### src/rtl/core/tcw_pkg.sv
// Shared types and constants for the text console writer.
// Command/response word layouts, datapath command and status structs.
// No dependencies.
`timescale 1ns / 1ps
`default_nettype none

package tcw_pkg;

  // action codes
  localparam logic ACT_PUT  = 1'b0;
  localparam logic ACT_READ = 1'b1;

  // control bytes
  localparam logic [7:0] BYTE_ESC   = 8'h1B;
  localparam logic [7:0] BYTE_FF    = 8'h0C;
  localparam logic [7:0] BYTE_BS    = 8'h08;
  localparam logic [7:0] BYTE_TAB   = 8'h09;
  localparam logic [7:0] BYTE_CR    = 8'h0D;
  localparam logic [7:0] BYTE_LF    = 8'h0A;
  localparam logic [7:0] BYTE_SPACE = 8'h20;
  localparam logic [7:0] BYTE_LAST  = 8'h7F;

  localparam logic [7:0] RESET_ATTR = 8'h0F;

  typedef struct packed {
    logic        action;
    logic [7:0]  char_byte;
    logic [10:0] cell_index;
  } cmd_word_t;

  typedef struct packed {
    logic [10:0] cursor_index;
    logic [15:0] cell_word;
  } rsp_word_t;

  typedef enum logic [2:0] {
    OP_IDLE,
    OP_EXEC,
    OP_FILL,
    OP_SCROLL,
    OP_EMIT
  } dp_op_t;

  typedef struct packed {
    dp_op_t op;
    logic   load;
  } dp_cmd_t;

  typedef struct packed {
    logic is_read;
    logic is_clear;
    logic need_scroll;
    logic sweep_last;
    logic out_free;
  } dp_status_t;

endpackage

`default_nettype wire

### src/rtl/core/tcw_ctrl.sv
// Sequencer for the text console writer.
// Depends on tcw_pkg for the datapath command and status structs.
`timescale 1ns / 1ps
`default_nettype none

module tcw_ctrl (
  input  wire logic               clk,
  input  wire logic               rst,
  input  wire logic               cmd_valid,
  input  wire tcw_pkg::dp_status_t status,
  output logic                    ready,
  output tcw_pkg::dp_cmd_t        cmd
);
  import tcw_pkg::*;

  typedef enum logic [2:0] {
    ST_INIT,
    ST_IDLE,
    ST_EXEC,
    ST_CLEAR,
    ST_SCROLL,
    ST_DONE
  } state_t;

  state_t state;
  state_t state_next;

  always_comb begin
    state_next = state;
    unique case (state)
      ST_INIT:   if (status.sweep_last) state_next = ST_IDLE;
      ST_IDLE:   if (cmd_valid) state_next = ST_EXEC;
      ST_EXEC: begin
        if (status.is_read)          state_next = ST_DONE;
        else if (status.is_clear)    state_next = ST_CLEAR;
        else if (status.need_scroll) state_next = ST_SCROLL;
        else                         state_next = ST_DONE;
      end
      ST_CLEAR:  if (status.sweep_last) state_next = ST_DONE;
      ST_SCROLL: if (status.sweep_last) state_next = ST_DONE;
      ST_DONE:   if (status.out_free) state_next = ST_IDLE;
      default:   state_next = ST_INIT;
    endcase
  end

  always_ff @(posedge clk) begin
    if (rst) begin
      state <= ST_INIT;
      ready <= 1'b0;
    end else begin
      state <= state_next;
      ready <= (state_next == ST_IDLE);
    end
  end

  always_comb begin
    cmd.load = cmd_valid && ready;
    unique case (state)
      ST_INIT, ST_CLEAR: cmd.op = OP_FILL;
      ST_EXEC:           cmd.op = OP_EXEC;
      ST_SCROLL:         cmd.op = OP_SCROLL;
      ST_DONE:           cmd.op = OP_EMIT;
      default:           cmd.op = OP_IDLE;
    endcase
  end

endmodule

`default_nettype wire

### config.mk
export PLATFORM = sky130hd
export DESIGN_NAME = tcw_ctrl
export DESIGN_NICKNAME = d
export VERILOG_FILES = /design/src/rtl/core/tcw_pkg.sv /design/src/rtl/core/tcw_ctrl.sv
export SDC_FILE = /design/constraint.sdc
export NUM_CORES = 1
export LEC_CHECK = 0
export BUFFER_PORTS_ARGS = -buffer_cell sky130_fd_sc_hd__buf_2
export CORE_AREA = 2 2 39 41
export DETAILED_ROUTE_END_ITERATION = 16
export DIE_AREA = 0 0 41 43
export GPL_TIMING_DRIVEN = 0
export HOLD_SLACK_MARGIN = 0.12
export PLACE_DENSITY = 0.43
export SLEW_MARGIN = 25
export SYNTH_ARGS = -nofsm -noshare
export SYNTH_HDL_FRONTEND = slang
export SYNTH_SLANG_ARGS = --single-unit
### constraint.sdc
create_clock -name clk -period 2.7 [get_ports clk]
set_input_delay 0.54 -clock clk [delete_from_list [all_inputs] [get_ports clk]]
set_output_delay 0.54 -clock clk [all_outputs]
set_load 0.01 [all_outputs]
After elaboration in Yosys (flattened, before gate mapping) --
Cells that the tools add are included.
Cells by class: reduce and logical (&&, ||, !) cells 4, eq/ne operators 6, mux-type cells 9
Operators by type and width (number):
- $mux 3 | 6
- $pmux 3 s5 | 1
- $pmux 3 s4 | 1
- $eq 3x1->1 const B | 2
- $eq 3x2->1 const B | 2
- $eq 3x3->1 const B | 2
- $reduce_or 2->1 | 2
- $logic_not 3->1 | 1
- $logic_and 1x1->1 | 1
- $mux 1 | 1
Word-level totals: word-level logic and storage cells 21, output and inout port bits 5, input bits 8, bits in registers 4

Longest topological paths before layout --
word-level depth 5, gate-level depth with buffers 4, depth with buffers taken out 3

Worst setup path after synthesis --
No wires, ideal clock.
path kind input -> register, start point input cmd_valid, end point register ready, path slack 1347 ps, buffers on the path 0, cell stages on the path 3, data required time 2639 ps, arrival 1292 ps, path through and4bb_1 a2111oi_1 o221a_1
Between the ends: word-level cells in the longest chain between the ends 3
RTL lines:
- start: declaration | line tcw_ctrl.sv:9 | input wire logic cmd_valid,
- $mux 3 | line tcw_ctrl.sv:32 | ST_IDLE: if (cmd_valid) state_next = ST_EXEC;
- $pmux 3 s5 | line tcw_ctrl.sv:30 | unique case (state)
- $eq 3x1->1 | line tcw_ctrl.sv:52 | ready <= (state_next == ST_IDLE);
- end signal: assignment | line tcw_ctrl.sv:52
- end: declaration | line tcw_ctrl.sv:11 | output logic ready,
No other way between the ends. A chain may end at the register's enable or synchronous reset.

==> run metrics <==
first-pass GRT wire length 903 um; row count 14; CTS resizes 0; CP Class reg -> out; Cells after Synth 30; FF+latch area 80.08 um^2; Synth cell types 23; Root Buffer clkbuf_4; vias 275; worst slew pin tran 392.0 ps; Final min period 1616 ps; initial core utilization 0.2061; vias per inst 4.508; CP Max Fanout 10; area added between synthesis and finish 35.96%; wire per inst 9.344 um; largest net degree at the start of global routing 11; status finished, final reports clean; count of state elements after synthesis 4; Area after DPL 365.4 um^2; number of diodes 0; Chip Height 43 um; Fmax achieved 618.7 MHz; Yosys warnings 0; clk slew on worst S/H paths 40 ps; worst clock skew 3.964 ps; CTS max path bufs 2; Worst setup EP type output port; maxcap violations 0; hold slack final 528.6 ps; Netlist Area Pre-Place 285.3 um^2; Seq/Total Area, Yosys 0.2807; CTS H-tree lvls 1; vias in the first global route 245; DRT Pass-1 Iters 3; setup violators final 0; final WL 570 um; setup TNS 0 ps; RSZ-0062 raised after global routing no; CTS tree done; main area contributors after synthesis dfxtp_1, buf_6, or4b_4; port bufs 12; worst hold path class in -> reg; area of the multi-input gates 175.2 um^2; Die ar. 1763 um^2; drt drc 0; most frequent cells in the layout buf_2, dfxtp_1, nor2_1, clkbuf_4; Post-Layout Inst Area 387.9 um^2; hold_buf cts 0; clk_lat worst skew 240 ps; nets 55; LEAKAGE 0.0001730 uW; Critical Path AT 1080 ps; crit path launch type flip-flop; Final Hold Viols 0; core area 1384 um^2; max_slew headroom 0.7380; area leader, netlist dfxtp_1; overall routing resource usage 0.08032; fin crit share 0.5986; I/O pin count 13; P per Cell Area 568.0 nW/um^2; Post-DRT Antenna Nets 0; synthesized net count 38; Routability Congestion 0.6702; initial antenna violation count 0; GRT Residual Overflow 0; postcts setup bufs 0; DRT iter0 DRCs 3; layout cells sized above 1 0.4889; Slew Viols, Final 0; CTS sink cnt 4; clock buffer count from CTS 3; top cell type's share of synthesized area 0.2807; die width 41 um; leading cell type in the layout, fill and taps excluded buf_2; number of fillers in the final layout 157; worst IR drop on VDD 175.3 uV; Critical Path RT 2160 ps; Avg Cell Area, Syn 9.509 um^2
[area by class of cell]
type / count / share of cell area
clock buffer: 3 / 0.05806
timing repair buffer: 12 / 0.1548
multi-input combinational: 23 / 0.4516
tap: 16 / 0.05161
buffer: 3 / 0.07742
sequential: 4 / 0.2065
[state kept, by name (all words and copies together), names as in the netlist]
register	cells
state	3
ready	1
[critical path, cell delays in order, from the launching register on]
cell,delay (ps)
dfxtp_1,300
buf_6,130
nand2b_1,150
mux2i_1,120
buf_2,140
[cells by family (layout without fill, tap and decap cells)]
| kind of cell | count (synthesis) | in the layout | synth area share |
|---|---|---|---|
| compound gates | 6 | 6 | 0.1798 |
| simple gates | 15 | 15 | 0.3685 |
| mux | 1 | 1 | 0.03509 |
| flops | 4 | 4 | 0.2807 |
| xor+xnor | 1 | 1 | 0.03071 |
| buf+inv | 3 | 18 | 0.1053 |
[routing by layer]
layer  up-vias  track usage  part of all wire
met5         -            0                 0
met4         0      0.08000             0.025
met3         2      0.03141             0.082
met2        13       0.1063              0.48
met1       117      0.09003              0.41
li1        143            -                 -
[path summary, 6_finish.rpt]
kind,from,to,slack (ps),cells after the start
setup / recovery,state[2]$_SDFF_PP0_,cmd[2],1080,4
hold / removal,rst,state[1]$_SDFF_PP0_,530,2
setup reg to reg,state[0]$_SDFF_PP0_,ready$_SDFF_PP0_,1370,4
hold reg to reg,state[2]$_SDFF_PP0_,state[1]$_SDFF_PP0_,540,2
[synthesized netlist by cell type, drive strengths merged]
library cell	n
or2	1
nor2	3
nand3b	1
a32oi	1
buf	3
nor4	1
xnor2	1
a211oi	1
nand2b	2
or4b	1
a21oi	2
and4bb	1
o221a	1
mux2i	1
and3	1
a2111oi	1
and3b	1
or3b	1
nand2	1
and2	1
dfxtp	4
[stage by stage]
stage	power, uW	setup WS [ps]	instances	utilization
final	220.3	1084	61	0.2803
after global routing	236.5	1028	61	0.2803
after CTS	225.1	1064	61	0.2803
after detailed placement	148.0	1170	58	0.2640
after global placement	148.5	1155	58	0.2640
after floorplan	125.0	1347	30	-
[power breakdown]
part / switching [uW] / internal [uW]
logic: 35.6 / 39.0
clock network: 24.9 / 49.7
registers: 3.47 / 67.6
total: 63.9 / 156
No activity file was read; power rests on OpenSTA's default activity.
